## src/hdl/divider_timer_with_reload_top_macros.svh

```systemverilog
// ----------------------------------------------------------------------------
// Assertion macros
// Shared concurrent assertion forms for the divider timer block.
// ----------------------------------------------------------------------------
`ifndef DIVIDER_TIMER_WITH_RELOAD_TOP_MACROS_SVH
`define DIVIDER_TIMER_WITH_RELOAD_TOP_MACROS_SVH

// same-cycle implication, clocked on i_clk, off during reset
`define DTR_ASSERT_NOW(lbl, ante, cons, msg) \
    lbl: assert property (@(posedge i_clk) disable iff (!i_rst_n) \
        (ante) |-> (cons)) else $error(msg);

// next-cycle implication, clocked on i_clk, off during reset
`define DTR_ASSERT_NEXT(lbl, ante, cons, msg) \
    lbl: assert property (@(posedge i_clk) disable iff (!i_rst_n) \
        (ante) |=> (cons)) else $error(msg);

`endif

```

## src/hdl/dtr_pkg.sv

```systemverilog
// ----------------------------------------------------------------------------
// dtr_pkg
// Types and constants shared by the divider timer controller and datapath.
// ----------------------------------------------------------------------------
package dtr_pkg;

    localparam int unsigned IN_W  = 24;
    localparam int unsigned OUT_W = 16;

    localparam logic [7:0] CTRL_FORCED_ONES = 8'hF8;
    localparam int unsigned CTRL_START_BIT  = 2;
    localparam logic [8:0] DIV_RELOAD       = 9'd256;

    localparam int unsigned DIV_SEL0 = 4096;
    localparam int unsigned DIV_SEL1 = 262144;
    localparam int unsigned DIV_SEL2 = 65536;
    localparam int unsigned DIV_SEL3 = 16384;

    typedef enum logic [1:0] {
        CMD_WRITE   = 2'd0,
        CMD_READ    = 2'd1,
        CMD_ADVANCE = 2'd2,
        CMD_NONE    = 2'd3
    } t_cmd;

    typedef enum logic [1:0] {
        REG_DIV  = 2'd0,
        REG_TIMA = 2'd1,
        REG_TMA  = 2'd2,
        REG_TAC  = 2'd3
    } t_reg;

    typedef enum logic [1:0] {
        ST_IDLE,
        ST_STEP,
        ST_HOLD
    } t_state;

    typedef struct packed {
        logic accept;
        logic step;
        logic load_acc;
        logic load_step;
    } t_ctrl_cmd;

    typedef struct packed {
        logic adv_loop;
        logic step_last;
    } t_dp_status;

endpackage

```

## src/hdl/dtr_dpath.sv

```systemverilog
// ----------------------------------------------------------------------------
// dtr_dpath
// Register file, divider and timer prescalers, timer step unit, result register.
// ----------------------------------------------------------------------------
module dtr_dpath #(
    parameter int unsigned CPU_CLOCK_HZ = 4194304
) (
    input  logic                   i_clk,
    input  logic                   i_rst_n,
    input  dtr_pkg::t_ctrl_cmd     i_cmd,
    input  logic [1:0]             i_command,
    input  logic [1:0]             i_reg_offset,
    input  logic [7:0]             i_write_data,
    input  logic [7:0]             i_cycles,
    output dtr_pkg::t_dp_status    o_status,
    output logic [7:0]             o_read_data,
    output logic                   o_timer_interrupt
);

    `include "divider_timer_with_reload_top_macros.svh"

    localparam int unsigned RAW0 = CPU_CLOCK_HZ / dtr_pkg::DIV_SEL0;
    localparam int unsigned RAW1 = CPU_CLOCK_HZ / dtr_pkg::DIV_SEL1;
    localparam int unsigned RAW2 = CPU_CLOCK_HZ / dtr_pkg::DIV_SEL2;
    localparam int unsigned RAW3 = CPU_CLOCK_HZ / dtr_pkg::DIV_SEL3;
    localparam int unsigned P0   = (RAW0 == 0) ? 1 : RAW0;
    localparam int unsigned P1   = (RAW1 == 0) ? 1 : RAW1;
    localparam int unsigned P2   = (RAW2 == 0) ? 1 : RAW2;
    localparam int unsigned P3   = (RAW3 == 0) ? 1 : RAW3;
    localparam int unsigned TP_W = $clog2(P0 + 1);
    localparam int unsigned CW   = (TP_W > 8) ? TP_W : 8;

    function automatic logic [TP_W-1:0] f_period(input logic [1:0] sel);
        logic [TP_W-1:0] p;
        unique case (sel)
            2'd0:    p = TP_W'(P0);
            2'd1:    p = TP_W'(P1);
            2'd2:    p = TP_W'(P2);
            default: p = TP_W'(P3);
        endcase
        return p;
    endfunction

    logic [7:0]      r_div, n_div;
    logic [7:0]      r_tima, n_tima;
    logic [7:0]      r_tma, n_tma;
    logic [7:0]      r_tac, n_tac;
    logic [8:0]      r_dpre, n_dpre;
    logic [TP_W-1:0] r_tpre, n_tpre;
    logic [7:0]      r_remain, n_remain;
    logic            r_irq, n_irq;
    logic [7:0]      r_rd, n_rd;
    logic            r_out_irq, n_out_irq;

    dtr_pkg::t_cmd   w_cmd;
    dtr_pkg::t_reg   w_reg;
    logic [CW-1:0]   w_tpre;
    logic [CW-1:0]   w_rem;
    logic            w_tick;
    logic            w_wrap;
    logic [7:0]      w_rem_next;
    logic [8:0]      w_dpre_sub;
    logic [7:0]      w_rd_mux;

    assign w_cmd      = dtr_pkg::t_cmd'(i_command);
    assign w_reg      = dtr_pkg::t_reg'(i_reg_offset);
    assign w_tpre     = CW'(r_tpre);
    assign w_rem      = CW'(r_remain);
    assign w_tick     = (w_tpre <= w_rem);
    assign w_wrap     = w_tick && (r_tima == 8'hFF);
    assign w_rem_next = w_tick ? 8'(w_rem - w_tpre) : 8'd0;
    assign w_dpre_sub = (r_dpre > {1'b0, i_cycles}) ? (r_dpre - {1'b0, i_cycles}) : 9'd0;

    always_comb begin
        unique case (w_reg)
            dtr_pkg::REG_DIV:  w_rd_mux = r_div;
            dtr_pkg::REG_TIMA: w_rd_mux = r_tima;
            dtr_pkg::REG_TMA:  w_rd_mux = r_tma;
            dtr_pkg::REG_TAC:  w_rd_mux = r_tac;
        endcase
    end

    always_comb begin
        n_div     = r_div;
        n_tima    = r_tima;
        n_tma     = r_tma;
        n_tac     = r_tac;
        n_dpre    = r_dpre;
        n_tpre    = r_tpre;
        n_remain  = r_remain;
        n_irq     = r_irq;
        n_rd      = r_rd;
        n_out_irq = r_out_irq;

        if (i_cmd.accept) begin
            unique case (w_cmd)
                dtr_pkg::CMD_WRITE: begin
                    unique case (w_reg)
                        dtr_pkg::REG_DIV:  n_div = 8'd0;
                        dtr_pkg::REG_TIMA: n_tima = i_write_data;
                        dtr_pkg::REG_TMA:  n_tma = i_write_data;
                        dtr_pkg::REG_TAC: begin
                            n_tac  = i_write_data | dtr_pkg::CTRL_FORCED_ONES;
                            n_tpre = f_period(i_write_data[1:0]);
                        end
                    endcase
                end
                dtr_pkg::CMD_ADVANCE: begin
                    if (w_dpre_sub == 9'd0) begin
                        n_div  = r_div + 8'd1;
                        n_dpre = dtr_pkg::DIV_RELOAD;
                    end else begin
                        n_dpre = w_dpre_sub;
                    end
                    n_remain = i_cycles;
                    n_irq    = 1'b0;
                end
                default: begin
                end
            endcase
        end

        if (i_cmd.step) begin
            n_remain = w_rem_next;
            if (w_tick) begin
                n_tpre = f_period(r_tac[1:0]);
                if (w_wrap) begin
                    n_tima = r_tma;
                    n_irq  = 1'b1;
                end else begin
                    n_tima = r_tima + 8'd1;
                end
            end else begin
                n_tpre = TP_W'(w_tpre - w_rem);
            end
        end

        if (i_cmd.load_acc) begin
            n_rd      = (w_cmd == dtr_pkg::CMD_READ) ? w_rd_mux : 8'd0;
            n_out_irq = 1'b0;
        end else if (i_cmd.load_step) begin
            n_rd      = 8'd0;
            n_out_irq = n_irq;
        end
    end

    always_ff @(posedge i_clk) begin
        if (!i_rst_n) begin
            r_div    <= 8'd0;
            r_tima   <= 8'd0;
            r_tma    <= 8'd0;
            r_tac    <= 8'd0;
            r_dpre   <= 9'd0;
            r_tpre   <= '0;
            r_remain <= 8'd0;
            r_irq    <= 1'b0;
        end else begin
            r_div    <= n_div;
            r_tima   <= n_tima;
            r_tma    <= n_tma;
            r_tac    <= n_tac;
            r_dpre   <= n_dpre;
            r_tpre   <= n_tpre;
            r_remain <= n_remain;
            r_irq    <= n_irq;
        end
    end

    always_ff @(posedge i_clk) begin
        r_rd      <= n_rd;
        r_out_irq <= n_out_irq;
    end

    assign o_status.adv_loop  = (w_cmd == dtr_pkg::CMD_ADVANCE)
                              && r_tac[dtr_pkg::CTRL_START_BIT] && (i_cycles != 8'd0);
    assign o_status.step_last = (w_rem_next == 8'd0);
    assign o_read_data        = r_rd;
    assign o_timer_interrupt  = r_out_irq;

    `DTR_ASSERT_NEXT(a_div_prescale_nonzero, i_cmd.accept && (w_cmd == dtr_pkg::CMD_ADVANCE), r_dpre != 9'd0, "divider prescaler zero after advance")
    `DTR_ASSERT_NOW(a_timer_prescale_range, 1'b1, CW'(r_tpre) <= CW'(P0), "timer prescaler above longest period")

endmodule

```

## src/hdl/dtr_ctrl.sv

```systemverilog
// ----------------------------------------------------------------------------
// dtr_ctrl
// Request sequencer: accepts items, runs the timer step loop, owns result valid.
// ----------------------------------------------------------------------------
module dtr_ctrl (
    input  logic                  i_clk,
    input  logic                  i_rst_n,
    input  logic                  i_s_tvalid,
    output logic                  o_s_tready,
    output logic                  o_m_tvalid,
    input  logic                  i_m_tready,
    input  dtr_pkg::t_dp_status   i_status,
    output dtr_pkg::t_ctrl_cmd    o_cmd
);

    `include "divider_timer_with_reload_top_macros.svh"

    dtr_pkg::t_state r_state, n_state;
    logic            r_out_valid, n_out_valid;
    logic            w_out_free;
    logic            w_accept;

    assign w_out_free = !r_out_valid || i_m_tready;
    assign w_accept   = i_s_tvalid && (r_state == dtr_pkg::ST_IDLE) && w_out_free;

    always_comb begin
        n_state = r_state;
        unique case (r_state)
            dtr_pkg::ST_IDLE: begin
                if (w_accept && i_status.adv_loop) begin
                    n_state = dtr_pkg::ST_STEP;
                end
            end
            dtr_pkg::ST_STEP: begin
                if (i_status.step_last) begin
                    n_state = w_out_free ? dtr_pkg::ST_IDLE : dtr_pkg::ST_HOLD;
                end
            end
            dtr_pkg::ST_HOLD: begin
                if (w_out_free) begin
                    n_state = dtr_pkg::ST_IDLE;
                end
            end
            default: n_state = dtr_pkg::ST_IDLE;
        endcase
    end

    always_comb begin
        o_s_tready      = (r_state == dtr_pkg::ST_IDLE) && w_out_free;
        o_cmd.accept    = w_accept;
        o_cmd.load_acc  = w_accept && !i_status.adv_loop;
        o_cmd.step      = (r_state == dtr_pkg::ST_STEP);
        o_cmd.load_step = ((r_state == dtr_pkg::ST_STEP) && i_status.step_last && w_out_free)
                        || ((r_state == dtr_pkg::ST_HOLD) && w_out_free);
        if (o_cmd.load_acc || o_cmd.load_step) begin
            n_out_valid = 1'b1;
        end else if (i_m_tready) begin
            n_out_valid = 1'b0;
        end else begin
            n_out_valid = r_out_valid;
        end
    end

    always_ff @(posedge i_clk) begin
        if (!i_rst_n) begin
            r_state     <= dtr_pkg::ST_IDLE;
            r_out_valid <= 1'b0;
        end else begin
            r_state     <= n_state;
            r_out_valid <= n_out_valid;
        end
    end

    assign o_m_tvalid = r_out_valid;

    `DTR_ASSERT_NOW(a_hold_has_result, r_state == dtr_pkg::ST_HOLD, r_out_valid, "hold state without pending result")
    `DTR_ASSERT_NEXT(a_short_item_result, w_accept && !i_status.adv_loop, r_out_valid && (r_state == dtr_pkg::ST_IDLE), "short request gave no result")
    `DTR_ASSERT_NEXT(a_loop_entry, w_accept && i_status.adv_loop, r_state == dtr_pkg::ST_STEP, "timer loop not entered")

endmodule

```

## src/hdl/divider_timer_with_reload_top.sv

```systemverilog
// ----------------------------------------------------------------------------
// divider_timer_with_reload_top
// Divider and timer with modulo reload behind a request/result stream.
// ----------------------------------------------------------------------------
// Each request returns one result. Register writes, reads and advances with
// the timer stopped or zero cycles finish on accept, with the result
// registered. An advance with the timer started steps through the timer
// prescaler periods in a single step unit, which reloads and bumps the timer
// count once per cycle until the advanced cycles are used up. A finished result
// sits in an output register, so a new request is taken while it waits as
// long as the result side takes it in the same cycle.
module divider_timer_with_reload_top #(
    parameter int unsigned CPU_CLOCK_HZ = 4194304
) (
    input  logic                        i_clk,
    input  logic                        i_rst_n,
    input  logic                        i_s_tvalid,
    output logic                        o_s_tready,
    // command[1:0], reg_offset[3:2], write_data[11:4], cycles[19:12], zero pad
    input  logic [dtr_pkg::IN_W-1:0]    i_s_tdata,
    output logic                        o_m_tvalid,
    input  logic                        i_m_tready,
    // read_data[7:0], timer_interrupt[8], zero pad
    output logic [dtr_pkg::OUT_W-1:0]   o_m_tdata
);

    dtr_pkg::t_ctrl_cmd  w_cmd;
    dtr_pkg::t_dp_status w_status;
    logic [7:0]          w_read_data;
    logic                w_timer_interrupt;

    dtr_ctrl u_ctrl (
        .i_clk      (i_clk),
        .i_rst_n    (i_rst_n),
        .i_s_tvalid (i_s_tvalid),
        .o_s_tready (o_s_tready),
        .o_m_tvalid (o_m_tvalid),
        .i_m_tready (i_m_tready),
        .i_status   (w_status),
        .o_cmd      (w_cmd)
    );

    dtr_dpath #(
        .CPU_CLOCK_HZ (CPU_CLOCK_HZ)
    ) u_dpath (
        .i_clk             (i_clk),
        .i_rst_n           (i_rst_n),
        .i_cmd             (w_cmd),
        .i_command         (i_s_tdata[1:0]),
        .i_reg_offset      (i_s_tdata[3:2]),
        .i_write_data      (i_s_tdata[11:4]),
        .i_cycles          (i_s_tdata[19:12]),
        .o_status          (w_status),
        .o_read_data       (w_read_data),
        .o_timer_interrupt (w_timer_interrupt)
    );

    assign o_m_tdata = {7'd0, w_timer_interrupt, w_read_data};

endmodule
```

## config.mk

```make
export PLATFORM = sky130hd
export DESIGN_NAME = divider_timer_with_reload_top
export DESIGN_NICKNAME = d
export VERILOG_FILES = /design/src/hdl/dtr_pkg.sv /design/src/hdl/dtr_dpath.sv /design/src/hdl/dtr_ctrl.sv /design/src/hdl/divider_timer_with_reload_top.sv
export VERILOG_INCLUDE_DIRS = /design/src /design/src/hdl
export SDC_FILE = /design/constraint.sdc
export NUM_CORES = 1
export LEC_CHECK = 0
export ABC_AREA = 1
export CAP_MARGIN = 40
export CORE_MARGIN = 1.5
export CORE_UTILIZATION = 35
export CTS_BUF_LIST = sky130_fd_sc_hd__clkbuf_4 sky130_fd_sc_hd__clkbuf_8 sky130_fd_sc_hd__clkbuf_16
export DETAILED_ROUTE_END_ITERATION = 10
export DONT_BUFFER_PORTS = 1
export GPL_TIMING_DRIVEN = 0
export MAX_ROUTING_LAYER = met4
export PLACE_DENSITY_LB_ADDON = 0.2
export REMOVE_ABC_BUFFERS = 1
export SETUP_SLACK_MARGIN = 0.3
export SLEW_MARGIN = 10
export SYNTH_ARGS = -nofsm -noshare
export SYNTH_HDL_FRONTEND = slang
export SYNTH_SLANG_ARGS = --single-unit
```

## constraint.sdc

```tcl
create_clock -name i_clk -period 2.8 [get_ports i_clk]
set_input_delay 0.56 -clock i_clk [delete_from_list [all_inputs] [get_ports i_clk]]
set_output_delay 0.56 -clock i_clk [all_outputs]
set_load 0.005 [all_outputs]
```

==> impl_metrics.json, run 1 <==
{
  "antenna_left": 0,
  "synth-main-ff-cell": "dfxtp_1",
  "hold_violations": 0,
  "die-area_um2": 14700,
  "vias": 4608,
  "dp_cells": 896,
  "post-route-period-util": 0.833,
  "required_ns": 2.84,
  "ys_ff_latch": 69,
  "finalSetupViolCount": 0,
  "postLayoutCoreUtil": 0.403,
  "status": "finished, final reports clean",
  "pwr_density_cell_nw_per_um2": 516,
  "syn_to_final_growth_pct": 13.3,
  "hp-class": "primary input to register",
  "layout_min_cycle_time_ns": 2.33,
  "synth-edff-count": 8,
  "clk_pin_slew_ns": 0.06,
  "wl_per_cell_um": 13.9,
  "synthCells": 734,
  "timing.hold.ws_ns": 0.352,
  "cts_tree": "done",
  "antenna_found_initial": 0,
  "skew_ns": 0.00658,
  "die_w_um": 121,
  "initial_core_util": 0.356,
  "numCtsBuffers": 9,
  "rsz0062_at_grt": "no",
  "dr.pass1.iters": 4,
  "final_cells": 921,
  "critPathMaxFanout": 8,
  "wl_um": 12800,
  "grt_pass1_wl_um": 20400,
  "finalMaxSlewViolations": 0,
  "final_layout_size_suffix_gt1_frac": 0.105,
  "slew_headroom": 0.489,
  "avgViaCountPerCell": 5.00,
  "syn_area_per_cell_um2": 6.68,
  "path_cells": "inv_1 -> ha_4 -> nand2_1 -> inv_1 -> nand2_1 -> nand2_2 -> nand2_1 -> nand3_4 -> nand2_8 -> o21ai_0 -> nand2_1 -> inv_1 -> nand3_2 -> nand2_2 -> nand2_1 -> nand2_4",
  "finalSetupTns_ns": 0,
  "cp.arrival_ns": 2.37,
  "track_usage": 0.177,
  "crit_slowest_cell": "dfxtp_1",
  "place_hpwl_um": 9430,
  "drt_iter0_drc": 219,
  "max_stage_delay_ns": 0.34,
  "grt_pass1_vias": 4231,
  "grt_max_degree": 29,
  "multi_input_area_um2": 3000,
  "clk_latency_ns": 0.33,
  "path_common_cell": "nand2_1",
  "max_slew.worst_pin.slew_ns": 0.763,
  "antenna_cells": 0,
  "final_nets": 792,
  "clkSinkCount": 69,
  "leakagePower_nw": 2.37,
  "port-buffer-count": 0,
  "synth.yosys.seq_area_share": 0.298,
  "die_y_um": 121,
  "place.gp.congestion": 0.892,
  "route.detailed.drc": 0,
  "critical_path.n_buffers_inverters": 3,
  "end_kind": "register",
  "grt_overflow_total": 0,
  "synth.distinct_cells": 45,
  "critPathKind": "register to register",
  "core_area_um2": 13800,
  "cts_max_level": 3,
  "seqCellArea_um2": 1470,
  "fmax_ghz": 0.429,
  "synthesis.area_um2": 4900,
  "worstSetupStartpointType": "register",
  "cts_buffer_depth": 2,
  "drv_cap": 0,
  "fill_cells": 1493,
  "clockRootBuffer": "clkbuf_16",
  "vdd_drop_max_v": 0.000229,
  "fp-row-count": 43,
  "async_flop_share": 0,
  "io_pins": 46,
  "critPathTopFamily": "simple AND/OR/NAND/NOR gates",
  "yosysWarnings": 0
}
==> synth_stat cells, drive strengths merged, types with 2 or more instances <==
master / instances / area [µm²]
nand3: 63 / 340
a31oi: 6 / 37.5
fa: 3 / 60.1
ha: 25 / 313
nand4: 13 / 87.6
clkbuf: 10 / 37.5
a221oi: 4 / 35.0
o21bai: 2 / 15.0
o221ai: 3 / 26.3
dfxtp: 61 / 1220
buf: 15 / 114
nand2: 169 / 659
xor2: 12 / 105
or2: 3 / 18.8
a211oi: 8 / 65.1
a21oi: 78 / 394
edfxtp: 8 / 240
inv: 118 / 443
nor3: 12 / 70.1
o211ai: 3 / 22.5
xnor2: 3 / 26.3
nand3b: 3 / 22.5
nor2: 60 / 269
o21ai: 47 / 243
o31ai: 2 / 15.0
==> per-stage QoR <==
stage	power (mW)	cell area (µm²)	setup slack, ns
detailed placement	1.51	5010	0.108
floorplan	1.41	4770	0.498
global route	3.00	5550	0.290
CTS	2.83	5370	0.297
finish	2.87	5550	0.468
global placement	1.50	5000	0.0993
==> cell usage in the layout (no fill, tap or decap), types with 4 or more instances in the layout <==
cell type,instances
clkbuf_16,10
nand2_1,158
a21oi_1,77
a221oi_1,4
nand3_1,58
nor2_2,6
inv_2,8
buf_4,8
xor2_1,12
nor3_1,10
nand2_2,8
edfxtp_1,8
ha_1,19
conb_1,7
nand3_2,4
dfxtp_1,60
ha_4,6
inv_1,109
nand4_1,12
nor2_1,51
a211oi_1,7
a31oi_1,6
o21ai_0,44
==> sequential cells by signal (all words and copies together) (netlist names), 2 cells and up <==
name	flops
u_dpath.r_tac	4
u_dpath.r_tma	8
u_dpath.r_tima	8
u_dpath.o_read_data	8
u_ctrl.r_state	2
u_dpath.r_remain	8
u_dpath.r_dpre	9
u_dpath.r_tpre	11
u_dpath.r_div	8
==> report_power, final <==
group	total (mW)	internal, mW	switching [mW]
registers	1.06	1.03	0.0250
clock network	1.31	0.846	0.460
logic	0.505	0.175	0.330
==> path summary, 6_finish.rpt <==
check,slack (ns),startpoint,cells after the start,endpoint
hold reg to reg,0.47,u_dpath.r_dpre[0],2,u_dpath.r_dpre[0]
setup / recovery,0.47,u_dpath.r_remain[2],16,u_dpath.o_read_data[0]
hold / removal,0.35,i_rst_n,2,u_dpath.r_div[7]
setup reg to reg,0.47,u_dpath.r_remain[2],16,u_dpath.o_read_data[0]
==> repair_timing <==
action,CTS,global route
hold buffers,0,0
gates cloned,0,1
pin swaps,0,7
buffers inserted,0,8
resized for setup,5,22
endpoints found under the setup margin,9,27
==> layer usage <==
layer  GRT usage  share of wire  wire, µm
met1       0.236           0.47      6080
met2       0.280           0.47      6030
met3      0.0291          0.045       576
met4      0.0471          0.011       140
met5           -              0         0
==> kinds of logic after synthesis <==
family                     share of synthesized area
adders and majority gates                     0.0761
other                                       0.000765
DFF                                            0.298
buffers and inverters                          0.121
xor gates and xnor gates                      0.0268
and+or+nand+nor                                0.299
AOI/OAI and AO/OA                              0.177
==> area by class of cell <==
type                       instances  share of cell area
clock buffer                      11              0.0464
clock inverter                     5              0.0146
inverter                         118              0.0804
multi-input combinational        529               0.541
sequential                        69               0.264
tap                              180              0.0405
timing repair buffer               9              0.0135
Note: power is estimated with default switching activity, not from simulation.
==> run 2: changes to the inputs <==
==> constraint.sdc (replaced) <==
create_clock -name i_clk -period 2.25 [get_ports i_clk]
set_input_delay 0.45 -clock i_clk [delete_from_list [all_inputs] [get_ports i_clk]]
set_output_delay 0.45 -clock i_clk [all_outputs]
set_load 0.005 [all_outputs]
==> impl_metrics.json, run 2 (synthesis gave the netlist of run 1 again) <==
{
  "status": "finished, final reports clean",
  "hold_violations": 0,
  "worstRegToRegCells": 16,
  "critPathMaxFanout": 8,
  "core_area_um2": 13800,
  "final_cell_area_um2": 6540,
  "dr.pass1.iters": 5,
  "grt_pass1_wl_um": 22000,
  "slew_headroom": 0.440,
  "place_hpwl_um": 9430,
  "antenna_found_initial": 0,
  "finalSetupViolCount": 0,
  "syn_to_final_growth_pct": 33.5,
  "port-buffer-count": 0,
  "place_ws_ns": -0.442,
  "vdd_drop_max_v": 0.000295,
  "grt_pass1_vias": 4557,
  "crit_cells": 16,
  "final_cell_mix": "nand2_1, inv_1, a21oi_1",
  "cts_buffer_depth": 2,
  "end_kind": "register",
  "layout_min_cycle_time_ns": 2.13,
  "critPathTopFamily": "simple AND/OR/NAND/NOR gates",
  "die-area_um2": 14700,
  "grtUsageMet1": 0.247,
  "initial_core_util": 0.356,
  "rsz0062_at_grt": "yes",
  "post-route-period-util": 0.948,
  "final_cells": 959,
  "route.detailed.drc": 0,
  "holdBufCountCts": 0,
  "hp-class": "primary input to register",
  "die_y_um": 121,
  "finalMaxSlewViolations": 0,
  "dp_cells": 896,
  "report.power.total_mw": 3.83,
  "met2_usage": 0.304,
  "required_ns": 2.29,
  "skew_ns": 0.00619,
  "largest_reg_flops": 11,
  "mostFrequentLayoutCell": "nand2_1",
  "use_met3": 0.0334,
  "die_w_um": 121,
  "worstHoldPathCells": 2,
  "antenna_left": 0,
  "grt_overflow_total": 0,
  "regMostFlops": "u_dpath.r_tpre",
  "place.gp.congestion": 0.892,
  "final_layout_size_suffix_gt1_frac": 0.313,
  "wl_um": 13900,
  "track_usage": 0.191,
  "cts_tree": "done",
  "max_stage_delay_ns": 0.33,
  "clkSinkCount": 69,
  "path_cells": "inv_2 -> ha_4 -> nand2_2 -> inv_2 -> nand2_2 -> inv_1 -> nand2_1 -> nand3_1 -> nand2_2 -> nand2_2 -> nand2_2 -> nor2_4 -> nand3_4 -> nand2_4 -> nand2_4 -> nand2_8",
  "avgViaCountPerCell": 5.08,
  "cts_max_level": 3,
  "fp-row-count": 43,
  "top_regs": "u_dpath.r_tpre: 11 flops, u_dpath.r_dpre: 9 flops",
  "drt_iter0_drc": 259,
  "max_slew.worst_pin.slew_ns": 0.838,
  "antenna_cells": 0,
  "fmax_ghz": 0.469,
  "wl_per_cell_um": 14.5,
  "clk_pin_slew_ns": 0.06,
  "fill_cells": 1355,
  "top_usage_layer": "met2",
  "drv_cap": 0,
  "placed_area_um2": 5010,
  "setup_slack_ns": 0.117,
  "crit_slowest_cell": "dfxtp_2",
  "pwr_density_cell_nw_per_um2": 585,
  "leakagePower_nw": 2.72,
  "critical_path.n_buffers_inverters": 3,
  "clockRootBuffer": "clkbuf_16",
  "grt_max_degree": 29,
  "clk_latency_ns": 0.33,
  "cp.arrival_ns": 2.17,
  "numCtsBuffers": 9,
  "worstSetupStartpointType": "register",
  "io_pins": 46,
  "path_common_cell": "nand2_2",
  "critPathKind": "register to register",
  "final_nets": 830,
  "vias": 4876
}
## run 2: cell count changes in the layout (fill, tap and decap cells not counted), sizes merged
cell	before	now
clkinvlp	2	5
inv	118	116
buf	9	46
## run 2: worst paths after layout
kind	from	end	slack, ns
setup / recovery	u_dpath.r_remain[4]	u_dpath.o_read_data[0]	0.12
hold / removal	i_rst_n	u_dpath.r_tima[5]	0.23
setup reg to reg	u_dpath.r_remain[4]	u_dpath.o_read_data[0]	0.12
hold reg to reg	u_dpath.r_tma[6]	u_dpath.r_tma[6]	0.47
## run 2: routing by layer
metal  wire length (µm)  vias to the layer above
met3                554                       13
li1                   -                     2484
met4                176                        0
met5                  0                        -
met1               6470                     2272
met2               6740                      107
## run 2: cell type report
| class | count | area [µm²] | area share |
|---|---|---|---|
| inverter | 118 | 479 | 0.0732 |
| clock buffer | 11 | 258 | 0.0394 |
| tap | 180 | 225 | 0.0344 |
| sequential | 69 | 1490 | 0.227 |
| timing repair inverter | 1 | 7.51 | 0.00115 |
| multi-input combinational | 529 | 3560 | 0.545 |
| timing repair buffer | 46 | 443 | 0.0677 |
| clock inverter | 5 | 81.3 | 0.0124 |
## run 2: repair_timing
item / in CTS / in global routing
setup buffers: 31 / 14
endpoints found under the setup margin: 49 / 57
pin swaps: 49 / 60
gates resized for setup: 110 / 109
gates cloned: 2 / 0
## run 2: report_power, final
group	total, mW	switching, mW	internal [mW]
Combinational	0.888	0.530	0.357
Clock	1.62	0.570	1.05
Sequential	1.32	0.0342	1.28
## run 2: through the flow
stage,setup TNS (ns),utilization,hold WS [ns]
floorplan,-0.414,-,0.436
global placement,-8.41,0.363,0.454
detailed placement,-8.18,0.364,0.461
CTS,0,0.436,0.220
global route,-0.0137,0.475,0.222
finish,0,0.475,0.231
==> run 3: changes to the inputs <==
--- a/config.mk
+++ b/config.mk
@@ -8,6 +8,7 @@
 export LEC_CHECK = 0
 export ABC_AREA = 1
 export CAP_MARGIN = 40
+export CORE_ASPECT_RATIO = 1.4
 export CORE_MARGIN = 1.5
 export CORE_UTILIZATION = 35
 export CTS_BUF_LIST = sky130_fd_sc_hd__clkbuf_4 sky130_fd_sc_hd__clkbuf_8 sky130_fd_sc_hd__clkbuf_16
@@ -16,6 +17,7 @@
 export GPL_TIMING_DRIVEN = 0
 export MAX_ROUTING_LAYER = met4
 export PLACE_DENSITY_LB_ADDON = 0.2
+export RECOVER_POWER = 25
 export REMOVE_ABC_BUFFERS = 1
 export SETUP_SLACK_MARGIN = 0.3
 export SLEW_MARGIN = 10
==> impl_metrics.json, run 3 (synthesis gave the netlist of run 1 again) <==
{
  "slew_headroom": 0.463,
  "grt_overflow_total": 0,
  "final_layout_size_suffix_gt1_frac": 0.303,
  "place.gp.congestion": 0.976,
  "antenna_left": 0,
  "die-area_um2": 14700,
  "critPathMaxFanout": 7,
  "cts_max_level": 3,
  "end_kind": "register",
  "finalSetupViolCount": 0,
  "p_sw_mw": 1.15,
  "pwr_density_cell_nw_per_um2": 547,
  "io_pins": 46,
  "final_nets": 834,
  "multi_input_area_um2": 3520,
  "cts_tree": "done",
  "clockRootBuffer": "clkbuf_16",
  "fmax_ghz": 0.461,
  "cts_buffer_depth": 2,
  "seqCellArea_um2": 1480,
  "dr.pass1.iters": 7,
  "layout_min_cycle_time_ns": 2.17,
  "vdd_drop_max_v": 0.000425,
  "place_hpwl_um": 10000,
  "path_cells": "inv_4 -> ha_4 -> nand2_4 -> inv_4 -> nand2_4 -> nor2_4 -> nand2_2 -> nand3_4 -> nand2_8 -> buf_6 -> nand2_8 -> clkinvlp_4 -> nand3_2 -> a31o_1 -> inv_1",
  "finalSetupTns_ns": 0,
  "final_cell_mix": "nand2_1, inv_1, a21oi_1",
  "clock_power_share": 0.380,
  "report.power.total_mw": 3.54,
  "die_w_um": 103,
  "grt_pass1_wl_um": 23600,
  "initial_core_util": 0.356,
  "leakagePower_nw": 2.66,
  "core_area_um2": 13800,
  "worstSetupStartpointType": "register",
  "die_y_um": 143,
  "largest_reg_flops": 11,
  "holdBufCountCts": 0,
  "regMostFlops": "u_dpath.r_tpre",
  "timing.hold.ws_ns": 0.209,
  "skew_ns": 0.00837,
  "avgViaCountPerCell": 5.15,
  "antenna_found_initial": 0,
  "clkSinkCount": 69,
  "drt_iter0_drc": 149,
  "cp.arrival_ns": 2.42,
  "top_regs": "u_dpath.r_tpre: 11 flops, u_dpath.r_dpre: 9 flops",
  "route.detailed.drc": 0,
  "clk_latency_ns": 0.35,
  "required_ns": 2.50,
  "max_stage_delay_ns": 0.35,
  "grt_max_degree": 29,
  "max_slew.worst_pin.slew_ns": 0.804,
  "track_usage": 0.213,
  "rsz0062_at_grt": "yes",
  "port-buffer-count": 0,
  "seq_power_share": 0.371,
  "clk_pin_slew_ns": 0.06,
  "grt_pass1_vias": 4892,
  "crit_slowest_cell": "dfxtp_2",
  "antenna_cells": 0,
  "finalMaxSlewViolations": 0,
  "fp-row-count": 51,
  "hold_violations": 0,
  "fill_cells": 1447,
  "syn_to_final_growth_pct": 32.1,
  "numCtsBuffers": 9,
  "vias": 4982,
  "post-route-period-util": 0.965,
  "wl_um": 15000,
  "hp-class": "primary input to register",
  "swShare": 0.326,
  "combPwrFrac": 0.248,
  "mostFrequentLayoutCell": "nand2_1",
  "wl_per_cell_um": 15.4,
  "p_int_mw": 2.39,
  "drv_cap": 0,
  "status": "finished, final reports clean",
  "critPathKind": "register to register"
}
==> run 3: path summary, 6_finish.rpt <==
kind | cells past startpoint | to | start | slack (ns)
worst max-delay path | 15 | u_dpath.r_tpre[6] | u_dpath.r_remain[4] | 0.08
worst min-delay path | 2 | u_dpath.r_tima[5] | i_rst_n | 0.21
worst max register to register | 15 | u_dpath.r_tpre[6] | u_dpath.r_remain[4] | 0.08
worst min register to register | 2 | u_dpath.r_dpre[0] | u_dpath.r_dpre[0] | 0.47
==> run 3: what timing repair did <==
item | in CTS | in global routing
cloned | 3 | 0
gates resized for setup | 97 | 118
buffers inserted | 36 | 11
endpoints found under the setup margin | 42 | 52
pin swaps | 35 | 41
==> run 3: metrics by stage <==
stage | area, µm² | cells | utilization | worst slack (ns)
after floorplan | 4770 | 715 | - | -0.0518
after global placement | 5000 | 900 | 0.363 | -0.490
final | 6470 | 968 | 0.470 | 0.0793
after global routing | 6470 | 968 | 0.470 | -0.0274
after detailed placement | 5050 | 902 | 0.366 | -0.548
after CTS | 6020 | 957 | 0.437 | 0.0596
==> run 3: routing by layer <==
metal / vias up / GRT usage / wire [µm]
li1: 2502 / - / -
met1: 2346 / 0.227 / 6020
met2: 96 / 0.372 / 7820
met3: 38 / 0.0401 / 585
met4: 0 / 0.105 / 520
met5: - / - / 0
==> run 3: power by group through the flow <==
stage                     Combinational (mW)  Clock, mW  Sequential, mW
final                                  0.879       1.35            1.32
after global routing                   0.963       1.43            1.32
after CTS                              0.735       1.38            1.32
after detailed placement               0.554          0            1.34
after global placement                 0.542          0            1.34
after floorplan                        0.430          0            1.33
==> run 3: layout make-up <==
class | instances | area share
flip-flops and latches | 69 | 0.229
well taps | 185 | 0.0357
repair inverters | 2 | 0.00193
inverters | 118 | 0.0732
repair buffers | 49 | 0.0746
clock inverters | 6 | 0.00599
clock buffers | 10 | 0.0359
multi-input cells | 529 | 0.543
==> run 3: critical path, delay by kind of cell, from the launching register on <==
kind / cells / cell delay (ns)
AO/OA/AOI/OAI: 1 / 0.14
adder cells (fa/ha/maj): 1 / 0.29
buffers and inverters: 5 / 0.54
flip-flops: 1 / 0.35
AND/OR/NAND/NOR: 8 / 0.73
